--- config.mk ---
export PLATFORM = sky130hd
export DESIGN_NAME = unicycle_pose_integrator_top
export DESIGN_NICKNAME = d
export VERILOG_FILES = /design/src/hw/rtl/upi_pkg.sv /design/src/hw/rtl/unicycle_pose_integrator_top.sv /design/src/hw/rtl/upi_cordic.sv
export SDC_FILE = /design/constraint.sdc
export NUM_CORES = 2
export LEC_CHECK = 0
export ABC_AREA = 1
export ABC_CLOCK_PERIOD_IN_PS = 29800
export BUFFER_PORTS_ARGS = -buffer_cell sky130_fd_sc_hd__buf_2
export CAP_MARGIN = 20
export CORE_UTILIZATION = 60
export CTS_CLUSTER_DIAMETER = 50
export DETAILED_ROUTE_END_ITERATION = 10
export PLACE_DENSITY = 0.82
export SLEW_MARGIN = 5
export SYNTH_ARGS = -nofsm -noshare
export SYNTH_HDL_FRONTEND = slang
export SYNTH_SLANG_ARGS = --single-unit
--- constraint.sdc ---
create_clock -name clk -period 29.8 [get_ports clk]
set_input_delay 4.47 -clock clk [delete_from_list [all_inputs] [get_ports clk]]
set_output_delay 4.47 -clock clk [all_outputs]
set_load 0.02 [all_outputs]
--- src/hw/rtl/upi_pkg.sv ---
// ----------------------------------------------------------------------------
// upi_pkg
// Shared types and fixed-point constants for the unicycle pose integrator.
// ----------------------------------------------------------------------------
package upi_pkg;

  // angles in Q28 radians, CORDIC vectors in Q30
  localparam logic signed [31:0] PI_Q28      = 32'sd843314857;
  localparam logic signed [31:0] HALF_PI_Q28 = 32'sd421657428;
  localparam logic signed [31:0] GAIN_Q30    = 32'sd652032874;

  // atan(2^-i) in Q28, the last two entries round to zero
  localparam logic signed [31:0] ATAN_Q28 [0:31] = '{
    32'sd210828714, 32'sd124459457, 32'sd65760959, 32'sd33381290,
    32'sd16755422,  32'sd8385879,   32'sd4193963,  32'sd2097109,
    32'sd1048571,   32'sd524287,    32'sd262144,   32'sd131072,
    32'sd65536,     32'sd32768,     32'sd16384,    32'sd8192,
    32'sd4096,      32'sd2048,      32'sd1024,     32'sd512,
    32'sd256,       32'sd128,       32'sd64,       32'sd32,
    32'sd16,        32'sd8,         32'sd4,        32'sd2,
    32'sd1,         32'sd1,         32'sd0,        32'sd0
  };

  localparam int CFG_IDX_W = 8;
  localparam logic [CFG_IDX_W-1:0] CFG_TIME_STEP     = 8'd0;
  localparam logic [CFG_IDX_W-1:0] CFG_OFFSET_LENGTH = 8'd1;

  localparam logic [15:0] TIME_STEP_RST = 16'd1966;

  typedef struct packed {
    logic signed [15:0] linear_speed;
    logic signed [15:0] turn_rate;
  } upi_cmd_t;

  typedef struct packed {
    logic signed [31:0] pos_x;
    logic signed [31:0] pos_y;
    logic signed [15:0] heading;
    logic signed [31:0] point_x;
    logic signed [31:0] point_y;
    logic               saturated;
  } upi_pose_t;

  typedef struct packed {
    logic signed [31:0] cos_val;
    logic signed [31:0] sin_val;
  } upi_trig_t;

endpackage

--- src/hw/rtl/unicycle_pose_integrator_top.sv ---
// ----------------------------------------------------------------------------
// unicycle_pose_integrator_top
// Unicycle odometry: CORDIC velocity split, trapezoid integration of
// position and heading, heading wrap, position clamp, offset point.
// ----------------------------------------------------------------------------
//  channel  signals                           width   direction
//  cmd      cmd_valid cmd_ready cmd_data      32      request in
//  pose     pose_valid pose_ready pose_data   145     request out
//  cfg      cfg_valid cfg_ready cfg_index     8 + 16  register write in
//           cfg_data
//
//  A request passes twice through the single CORDIC unit, makes 7 passes of
//  the shared 33x17 multiplier and runs the heading wrap states before its
//  pose is registered.
//  cmd_ready is high only while the sequencer is idle.
//  A finished pose waits in the output register while pose_ready is low.
//  Synchronous reset clears pose, rates, offset_length; time_step gets 1966.
// ----------------------------------------------------------------------------
module unicycle_pose_integrator_top
  import upi_pkg::*;
#(
  parameter int CORDIC_STEPS  = 16,
  parameter int POS_FRAC_BITS = 16
) (
  input  logic                 clk,
  input  logic                 rst,
  input  logic                 cmd_valid,
  output logic                 cmd_ready,
  input  upi_cmd_t             cmd_data,
  output logic                 pose_valid,
  input  logic                 pose_ready,
  output upi_pose_t            pose_data,
  input  logic                 cfg_valid,
  output logic                 cfg_ready,
  input  logic [CFG_IDX_W-1:0] cfg_index,
  input  logic [15:0]          cfg_data
);

  localparam int RATE_SH = 18;
  localparam int POS_SH  = 41 - POS_FRAC_BITS;
  localparam int PT_SH   = 42 - POS_FRAC_BITS;
  localparam logic signed [50:0] RATE_HALF = 51'sd1 <<< (RATE_SH - 1);
  localparam logic signed [50:0] POS_HALF  = 51'sd1 <<< (POS_SH - 1);
  localparam logic signed [50:0] PT_HALF   = 51'sd1 <<< (PT_SH - 1);
  localparam logic signed [33:0] PI34      = 34'sd843314857;
  localparam logic signed [33:0] TWO_PI34  = 34'sd1686629714;

  typedef enum logic [3:0] {
    S_IDLE, S_WAIT1, S_MXR, S_MYR, S_MDX, S_MDY, S_MDH, S_WRAP0,
    S_WRAP, S_WAIT2, S_MPX, S_MPY, S_PYF, S_OUT
  } state_t;

  state_t             state;
  logic [15:0]        time_step;
  logic [15:0]        offset_length;
  logic signed [15:0] spd;
  logic signed [15:0] trn;
  logic signed [31:0] x_acc;
  logic signed [31:0] y_acc;
  logic signed [31:0] heading_acc;
  logic signed [31:0] last_x_rate;
  logic signed [31:0] last_y_rate;
  logic signed [15:0] last_turn_rate;
  logic signed [31:0] xr;
  logic signed [31:0] yr;
  logic signed [31:0] cs;
  logic signed [31:0] sn;
  logic signed [33:0] t;
  logic signed [31:0] px;
  logic signed [31:0] py;
  logic               sat;

  logic signed [32:0] mul_a;
  logic signed [16:0] mul_b;
  logic signed [49:0] mul_p;
  logic signed [50:0] mul_ext;
  logic signed [50:0] rate_r;
  logic signed [50:0] pos_r;
  logic signed [50:0] pt_r;
  logic signed [50:0] hd_r;
  logic signed [33:0] step_d;
  logic signed [31:0] base;
  logic signed [33:0] acc_sum;
  logic               acc_ovf;
  logic signed [31:0] acc_clamped;
  logic signed [33:0] head_wide;
  logic signed [31:0] head_new;
  logic               wrap_done;

  logic               cor_start;
  logic signed [31:0] cor_angle;
  logic               cor_done;
  upi_trig_t          cor_trig;

  assign cmd_ready = (state == S_IDLE);
  assign cfg_ready = 1'b1;

  always_comb begin
    case (state)
      S_MXR: begin
        mul_a = 33'(cs);
        mul_b = 17'(spd);
      end
      S_MYR: begin
        mul_a = 33'(sn);
        mul_b = 17'(spd);
      end
      S_MDX: begin
        mul_a = 33'(xr) + 33'(last_x_rate);
        mul_b = signed'({1'b0, time_step});
      end
      S_MDY: begin
        mul_a = 33'(yr) + 33'(last_y_rate);
        mul_b = signed'({1'b0, time_step});
      end
      S_MDH: begin
        mul_a = 33'(trn) + 33'(last_turn_rate);
        mul_b = signed'({1'b0, time_step});
      end
      S_MPX: begin
        mul_a = 33'(cs);
        mul_b = signed'({1'b0, offset_length});
      end
      S_MPY: begin
        mul_a = 33'(sn);
        mul_b = signed'({1'b0, offset_length});
      end
      default: begin
        mul_a = '0;
        mul_b = '0;
      end
    endcase
  end

  // round to nearest, ties up
  always_comb begin
    mul_ext = {mul_p[49], mul_p};
    rate_r  = (mul_ext + RATE_HALF) >>> RATE_SH;
    pos_r   = (mul_ext + POS_HALF) >>> POS_SH;
    pt_r    = (mul_ext + PT_HALF) >>> PT_SH;
    hd_r    = (mul_ext + 51'sd1) >>> 1;
  end

  always_comb begin
    base        = (state inside {S_MDY, S_MPY}) ? x_acc : y_acc;
    step_d      = (state inside {S_MPY, S_PYF}) ? pt_r[33:0] : pos_r[33:0];
    acc_sum     = 34'(base) + step_d;
    acc_ovf     = (acc_sum[33:31] != {3{acc_sum[33]}});
    acc_clamped = acc_ovf ? (acc_sum[33] ? 32'sh80000000 : 32'sh7fffffff)
                          : acc_sum[31:0];
    head_wide   = t - PI34;
    head_new    = head_wide[31:0];
    wrap_done   = !t[33] && (t < TWO_PI34);
    cor_start   = (state == S_IDLE && cmd_valid) || (state == S_WRAP && wrap_done);
    cor_angle   = (state == S_IDLE) ? heading_acc : head_new;
  end

  upi_cordic #(
    .STEPS (CORDIC_STEPS)
  ) u_cordic (
    .clk   (clk),
    .rst   (rst),
    .start (cor_start),
    .angle (cor_angle),
    .done  (cor_done),
    .trig  (cor_trig)
  );

  always_ff @(posedge clk) begin
    mul_p <= mul_a * mul_b;
    if (rst) begin
      state          <= S_IDLE;
      pose_valid     <= 1'b0;
      time_step      <= TIME_STEP_RST;
      offset_length  <= '0;
      x_acc          <= '0;
      y_acc          <= '0;
      heading_acc    <= '0;
      last_x_rate    <= '0;
      last_y_rate    <= '0;
      last_turn_rate <= '0;
    end else begin
      if (cfg_valid) begin
        case (cfg_index)
          CFG_TIME_STEP:     time_step     <= cfg_data;
          CFG_OFFSET_LENGTH: offset_length <= cfg_data;
          default: ;
        endcase
      end
      if (pose_valid && pose_ready && state != S_OUT) begin
        pose_valid <= 1'b0;
      end
      case (state)
        S_IDLE: begin
          if (cmd_valid) begin
            spd   <= cmd_data.linear_speed;
            trn   <= cmd_data.turn_rate;
            sat   <= 1'b0;
            state <= S_WAIT1;
          end
        end
        S_WAIT1: begin
          if (cor_done) begin
            cs    <= cor_trig.cos_val;
            sn    <= cor_trig.sin_val;
            state <= S_MXR;
          end
        end
        S_MXR: state <= S_MYR;
        S_MYR: begin
          xr    <= rate_r[31:0];
          state <= S_MDX;
        end
        S_MDX: begin
          yr    <= rate_r[31:0];
          state <= S_MDY;
        end
        S_MDY: begin
          x_acc <= acc_clamped;
          sat   <= sat | acc_ovf;
          state <= S_MDH;
        end
        S_MDH: begin
          y_acc <= acc_clamped;
          sat   <= sat | acc_ovf;
          state <= S_WRAP0;
        end
        S_WRAP0: begin
          t     <= 34'(heading_acc) + hd_r[33:0] + PI34;
          state <= S_WRAP;
        end
        S_WRAP: begin
          if (t[33]) begin
            t <= t + TWO_PI34;
          end else if (!wrap_done) begin
            t <= t - TWO_PI34;
          end else begin
            heading_acc    <= head_new;
            last_x_rate    <= xr;
            last_y_rate    <= yr;
            last_turn_rate <= trn;
            state          <= S_WAIT2;
          end
        end
        S_WAIT2: begin
          if (cor_done) begin
            cs    <= cor_trig.cos_val;
            sn    <= cor_trig.sin_val;
            state <= S_MPX;
          end
        end
        S_MPX: state <= S_MPY;
        S_MPY: begin
          px    <= acc_clamped;
          sat   <= sat | acc_ovf;
          state <= S_PYF;
        end
        S_PYF: begin
          py    <= acc_clamped;
          sat   <= sat | acc_ovf;
          state <= S_OUT;
        end
        S_OUT: begin
          if (!pose_valid || pose_ready) begin
            pose_data.pos_x     <= x_acc;
            pose_data.pos_y     <= y_acc;
            pose_data.heading   <= heading_acc[30:15];
            pose_data.point_x   <= px;
            pose_data.point_y   <= py;
            pose_data.saturated <= sat;
            pose_valid          <= 1'b1;
            state               <= S_IDLE;
          end
        end
        default: state <= S_IDLE;
      endcase
    end
  end

`ifndef SYNTH
  a_busy_after_accept: assert property (@(posedge clk) disable iff (rst)
    cmd_valid && cmd_ready |=> !cmd_ready)
    else $error("request accepted while previous one in flight");

  a_heading_range: assert property (@(posedge clk) disable iff (rst)
    heading_acc >= -PI_Q28 && heading_acc < PI_Q28)
    else $error("heading left [-pi,pi)");

  a_cordic_done_expected: assert property (@(posedge clk) disable iff (rst)
    cor_done |-> (state == S_WAIT1 || state == S_WAIT2))
    else $error("cordic finished outside a wait state");

  a_pose_from_out: assert property (@(posedge clk) disable iff (rst)
    $rose(pose_valid) |-> $past(state) == S_OUT)
    else $error("pose raised without final state");
`endif

endmodule

--- src/hw/rtl/upi_cordic.sv ---
// ----------------------------------------------------------------------------
// upi_cordic
// Rotation-mode CORDIC, one micro-rotation per cycle. Angle in Q28 within
// [-pi,pi), cos and sin out in Q30. Angles past +-pi/2 are folded by pi.
// ----------------------------------------------------------------------------
module upi_cordic
  import upi_pkg::*;
#(
  parameter int STEPS = 16
) (
  input  logic               clk,
  input  logic               rst,
  input  logic               start,
  input  logic signed [31:0] angle,
  output logic               done,
  output upi_trig_t          trig
);

  localparam int IW = $clog2(STEPS);
  localparam logic [IW-1:0] LAST = IW'(STEPS - 1);

  logic               busy;
  logic               neg;
  logic [IW-1:0]      iter;
  logic signed [33:0] x;
  logic signed [33:0] y;
  logic signed [31:0] z;
  logic signed [33:0] dx;
  logic signed [33:0] dy;
  logic signed [31:0] a;
  logic signed [33:0] x_next;
  logic signed [33:0] y_next;
  logic signed [31:0] z_next;
  logic signed [31:0] z_fold;
  logic               fold;

  always_comb begin
    dx = y >>> iter;
    dy = x >>> iter;
    a  = ATAN_Q28[5'(iter)];
    if (!z[31]) begin
      x_next = x - dx;
      y_next = y + dy;
      z_next = z - a;
    end else begin
      x_next = x + dx;
      y_next = y - dy;
      z_next = z + a;
    end
  end

  always_comb begin
    if (angle > HALF_PI_Q28) begin
      z_fold = angle - PI_Q28;
      fold   = 1'b1;
    end else if (angle < -HALF_PI_Q28) begin
      z_fold = angle + PI_Q28;
      fold   = 1'b1;
    end else begin
      z_fold = angle;
      fold   = 1'b0;
    end
  end

  always_ff @(posedge clk) begin
    if (rst) begin
      busy <= 1'b0;
      done <= 1'b0;
    end else begin
      done <= 1'b0;
      if (start) begin
        x    <= 34'(GAIN_Q30);
        y    <= '0;
        z    <= z_fold;
        neg  <= fold;
        iter <= '0;
        busy <= 1'b1;
      end else if (busy) begin
        x    <= x_next;
        y    <= y_next;
        z    <= z_next;
        iter <= iter + 1'b1;
        if (iter == LAST) begin
          busy         <= 1'b0;
          done         <= 1'b1;
          trig.cos_val <= neg ? 32'(-x_next) : 32'(x_next);
          trig.sin_val <= neg ? 32'(-y_next) : 32'(y_next);
        end
      end
    end
  end

endmodule

# Word level (Yosys, flattened, before mapping)
# Memory sizes are Yosys's and may differ from the RTL's.
# Cells that the tools add are included.
# W data, S select, Z words.
# word_totals
inputBits	61
register_bits	838
mem_count	1
mem_bits_ro	1024
elab_cells	181
# classes
n_lt_le_gt_ge	4
mux	41
multipliers	1
n_shift	2
n_addsub	24
bitwise_logic	6
n_reduce_logical	41
n_eq_ne	24
# mem_list
memory	depth	word_bits	read_ports	rd_ports_with_merged_regs	wr	line_no	text
(name not given)	32	32	1	0	0	upi_cordic.sv:40	a = ATAN_Q28[5'(iter)];
# ops
cell	n
$mux W32	13
$mux W34	7
$pmux W33 S5	1
$add A34 B34 Y34	3
$pmux W34 S2	1
$sshr A34 B4 Y34	2
$sub A34 B34 Y34	2
$add A32 B32 Y33	2
$neg A32 Y32	2
$sub A32 B31 Y32 const B	2
$pmux W4 S14	1
$add A50 B26 Y51 const B	1
$add A50 B27 Y51 const B	1
$pmux W17 S3	1
$add A50 B19 Y50 const B	1
$mul A33 B17 Y50	1
$add A35 B2 Y35 const B	1
$add A32 B34 Y34	1
$add A34 B30 Y34 const B	1
$add A34 B32 Y34 const B	1
$lt A34 B32 Y1 const B	1
$sub A34 B32 Y34 const B	1
$add A32 B31 Y32 const B	1
$add A32 B32 Y32	1
35 further kinds	94

# Longest topological paths before layout
# logic_depth
depth_word	8
ltp_mapped	43
ltp_nobuf	43

# By module
# A second synthesis with hierarchy kept.
# unflattened
hier_cells	11776
hier_area_um2	83161.0
# modules_own_cells
mod	cells_per_inst	n_inst	area_each_um2	seq_area_each_um2
unicycle_pose_integrator_top	7795	1	59941.2	17396.7
upi_cordic	3981	1	23219.8	5114.9

# Worst setup path before layout
# No wires, ideal clock.
# synth_path
kind	in2reg
start	input port rst
end	register pose_data[0] in the netlist's numbering, enable pin
n_path_buf	3
arrival_ns	14.898
setup_slack_ns	14.075
path_stages	4
t_required_ns	28.973
path_cell_list	clkbuf_1 clkbuf_1 buf_1 nor3_1
# synth_between
elab_chain_cells	2
# synth_rtl
item	line_no	text
start: declaration	unicycle_pose_integrator_top.sv:26	input logic rst,
$not A1 Y1 (no line)	n/a	
$reduce_and A3 Y1 (no line)	n/a	
end: declaration	unicycle_pose_integrator_top.sv:32	output upi_pose_t pose_data,
# Every way passes these cells.
# A chain may end at the register's enable or synchronous reset.

# Final worst setup path
# layout_path
start	register trn[2]
end	register mul_p[47]
# layout_between
elab_chain_cells	3
# layout_rtl
item	line_no	text
start: declaration	unicycle_pose_integrator_top.sv:57	logic signed [15:0] trn;
start signal: assignment	unicycle_pose_integrator_top.sv:197	trn <= cmd_data.turn_rate;
$add A16 B16 Y17	unicycle_pose_integrator_top.sv:117	mul_a = 33'(trn) + 33'(last_turn_rate);
$pmux W33 S5	unicycle_pose_integrator_top.sv:99	case (state)
$mul A33 B17 Y50	unicycle_pose_integrator_top.sv:170	mul_p <= mul_a * mul_b;
end signal: assignment	unicycle_pose_integrator_top.sv:170	
end: declaration	unicycle_pose_integrator_top.sv:75	logic signed [49:0] mul_p;
# Every way passes these cells.

==> run summary <==
The synthesized netlist occupies a cell area of 78100 um^2. The accumulated negative setup slack came out at 0 ns. The power density relative to cell area came out at 101 nW/um^2. The growth of design area from synthesis to finish is 8.55%. The via density per instance came out at 5.84. The final critical path takes up 32.5% of the cycle. The post-synthesis net count is 11339.

The number of buffers inserted during clock tree synthesis came out at 110. The residual overflow from global routing came out at 0. The leakage dissipation is 41.0 nW. The clock tree buffer depth came out at 3. The die covers 132000 um^2. In this run the standard cell core region covers 129000 um^2. In the synthesized netlist the async set-or-reset flop fraction comes to 0%. In this run the vertical extent of the chip is 363 um.

The critical path capture point type is a flip-flop. The critical path data arrival time came out at between 10 and 15 ns. Derived from the worst setup path, the maximum achievable clock frequency is 103 MHz. The final design area excluding fillers is 84800 um^2. The total count of max-transition violations in the final report came out at 0. The synthesized design contains between 500 and 600 enable-type register cells. The initial core utilization is 60.4%. Setup repair after global routing left no endpoint under its margin. The clock latency on the worst-skew pair is 0.80 ns. The first-pass GRT wire length is slightly below 400 mm.

The worst register-to-register path begins at trn[2]. CTS built an H-tree with a depth of 3. The post-CTS setup buffer count came out at 0. The worst path needs about 9.7 ns of the cycle, external delays included. The delay contributed by the slowest stage of the critical path is 1.00 ns. The final setup violation count came out at 0. The worst register-to-register path has a setup slack of 20.12 ns. The number of antenna-violating nets in the routed design is 0. The fill cell total of the finished layout is 11167. The number of gates given a new drive strength after cts is 0. The port buffer count is 207. The pre-antenna-repair detailed-routing pass consisted of 6 iterations. The most critical setup path has its startpoint at trn[2]. The detailed router placed between 70000 and 80000 vias in this run. The global placer's final weighted congestion came out at 1.01. The placed standard-cell area came out at 80600 um^2. The worst-case clock skew came out at 0.120 ns. The number of distinct library cells after synthesis is 80. For this design the top-level I/O count stands at 209. The number of standard cells after synthesis is 10323. The slowest stage of the critical path belongs to the cell sky130_fd_sc_hd__nand3_1. The via count of the first global-routing pass was 69742. The worst register-to-register path ends at mul_p[47]. The run finished with clean final reports. The initial antenna violation count is 6.

In the synthesized netlist the dominant register cell turns out to be sky130_fd_sc_hd__edfxtp_1. The tree is rooted in a sky130_fd_sc_hd__clkbuf_16. The overall global routing resource usage is between 30% and 40%. The total count of hold-check failures in the final report was 0.

A synthesized cell averages 7.57 um^2. In the routed design, unresolved DRC markers number 0. In the final routed layout, each cell accounts on average for 21.1 um. The critical path data required time is 30.39 ns. For the pin with the worst max-slew slack, the measured transition is 1.21 ns. The number of warnings issued by yosys is 0. The count of placed standard cells in the final layout, fillers left out is 12262. The proportion of synthesized chip area in sequential cells came out at ~29%. The share of layout cells above drive strength 1 is 7.21%.

The final-layout worst hold slack came out at 0.391 ns. The largest voltage drop on the vdd net came out at 0.000145 V. In this run the worst path has a maximum fanout of 17. The critical path is of the reg2reg type.

The element type at the critical path start is a flip-flop. The clock net sink count came out at approximately 840. The cell that appears most often on the critical path is sky130_fd_sc_hd__nand2_1. The critical path ends at mul_p[47]. The depth of the worst register-to-register path came out at 35. The end-of-flow core utilization came out at 65.6%. Summed over all nets, the half-perimeter wirelength after detailed placement is about 200 mm. The total of max-cap violations is 0. The total number of placement rows came out at 132. The routed design has 258 mm of wire. The first routing iteration left 7478 violations. The cell count after placement is 12044. The worst slew slack as a fraction of its limit came out at between 10% and 20%.

The pin count of the biggest net entering global routing is between 80 and 90. In this run the worst hold path is classified as reg2reg. The post-synthesis sequential element count came out at 838. The TritonCTS clock tree is done. The clock transition at the registers of the reported paths is 0.06 ns. The number of hold buffers added after cts came out at 0. The overall die width came out at 363 um. The total number of nets in the final design is 11436.
synthesized netlist by cell type, drive strengths merged (2+ instances only):
cell	instances	share of area (%)
a21oi	563	3.7
buf	138	1.1
o31ai	6	0.058
clkinv	28	0.14
o2111ai	4	0.045
a22oi	26	0.26
a31o	2	0.022
nand4	103	0.84
nor4	35	0.29
a21boi	16	0.15
or2	51	0.41
o32ai	2	0.022
ha	411	6.6
a31oi	36	0.31
o21ai	708	4.6
o21bai	29	0.29
fa	544	14
o22ai	6	0.048
nand2	2516	12
a21o	22	0.21
a221oi	28	0.37
clkbuf	167	0.81
nand3b	13	0.12
a22o	4	0.045
inv	1576	7.6
xor2	336	3.8
and3	8	0.064
o311ai	4	0.045
o221ai	9	0.10
o21a	31	0.30
nor2	1302	6.5
nor3b	3	0.029
dfxtp	265	6.8
xnor2	100	1.1
a41oi	3	0.034
edfxtp	573	22
nor3	99	0.67
a211oi	40	0.38
mux2i	44	0.56
nand3	408	2.8
o221a	2	0.029
o211ai	54	0.53
critical path, delay by kind of cell, from the launching register on:
| family | cells | cell delay, ns |
|---|---|---|
| DFF | 1 | 0.41 |
| AOI/OAI and AO/OA | 6 | 1.57 |
| and+or+nand+nor | 14 | 2.83 |
| adders and majority gates | 8 | 3.94 |
| buffers and inverters | 6 | 0.55 |
| xor gates and xnor gates | 1 | 0.18 |
worst min path at each step:
stage                            from       endpoint  slack, ns  cells past startpoint
floorplan           u_cordic.trig[32]          cs[0]       0.40                      0
global placement                py[6]   pose_data[7]       0.40                      0
detailed placement  u_cordic.trig[56]         cs[24]       0.40                      0
CTS                            py[29]  pose_data[30]       0.39                      0
global route                   px[31]  pose_data[64]       0.41                      0
finish                         py[29]  pose_data[30]       0.39                      0
routing by layer:
layer | part of all wire (%) | up-vias | track usage, %
met4 | 5.5 | 2 | 18.8
met5 | 0.0050 | - | 0
met1 | 40 | 34058 | 49.9
li1 | - | 33366 | -
met2 | 46 | 3451 | 63.3
met3 | 8.4 | 719 | 6.47
cells by family (layout without fill, tap and decap cells):
group	count (synthesis)	after routing	synth area share (%)
flops	838	838	28.8
simple gates	4541	4541	24.1
fa+ha+maj	955	955	20.5
xor+xnor	436	436	4.89
buf+inv	1909	2104	9.57
mux	45	45	0.578
other cells	1	3	0.00480
compound gates	1598	1598	11.6
power by group:
| part | internal, W | switching, W |
|---|---|---|
| registers | 0.00158 | 0.000162 |
| logic | 0.00155 | 0.00380 |
| clock network | 0.000837 | 0.000617 |
| total | 0.00397 | 0.00458 |
metrics by stage:
stage	setup slack (ns)	total power [W]
floorplan	14.07	0.00534
global placement	20.46	0.00688
detailed placement	20.36	0.00694
CTS	20.25	0.00841
global route	19.48	0.00910
finish	20.12	0.00854
registers in the layout (all words and copies together), names as in the netlist, 34 cells and up:
signal	cells
t	34
u_cordic.y	34
pose_data	145
u_cordic.trig	64
mul_p	50
u_cordic.x	34
cells in the final DEF, fill, tap and decap left out, drive strengths merged, types with 70 or more instances in the layout:
master  Yosys  layout
nand4     103     103
nor2     1302    1302
inv      1576    1601
dfxtp     265     265
buf       138     290
clkbuf    167     125
nor3       99      99
xnor2     100     100
nand2    2516    2516
fa        544     544
ha        411     411
clkinv     28      70
xor2      336     336
a21oi     563     563
o21ai     708     708
edfxtp    573     573
nand3     408     408
final cells by class:
class                           instances  area [um^2]  share of cell area [%]
Multi-Input combinational cell       7576        48200                    56.9
Sequential cell                       838        22500                    26.5
Inverter                             1604         6030                    7.11
Clock buffer                          125         2860                    3.37
Tap cell                             1742         2180                    2.57
Timing Repair Buffer                  290         1760                    2.08
Clock inverter                         85         1240                    1.46
Antenna cell                            2         5.00                 0.00590
No activity file was read; power rests on OpenSTA's default activity.
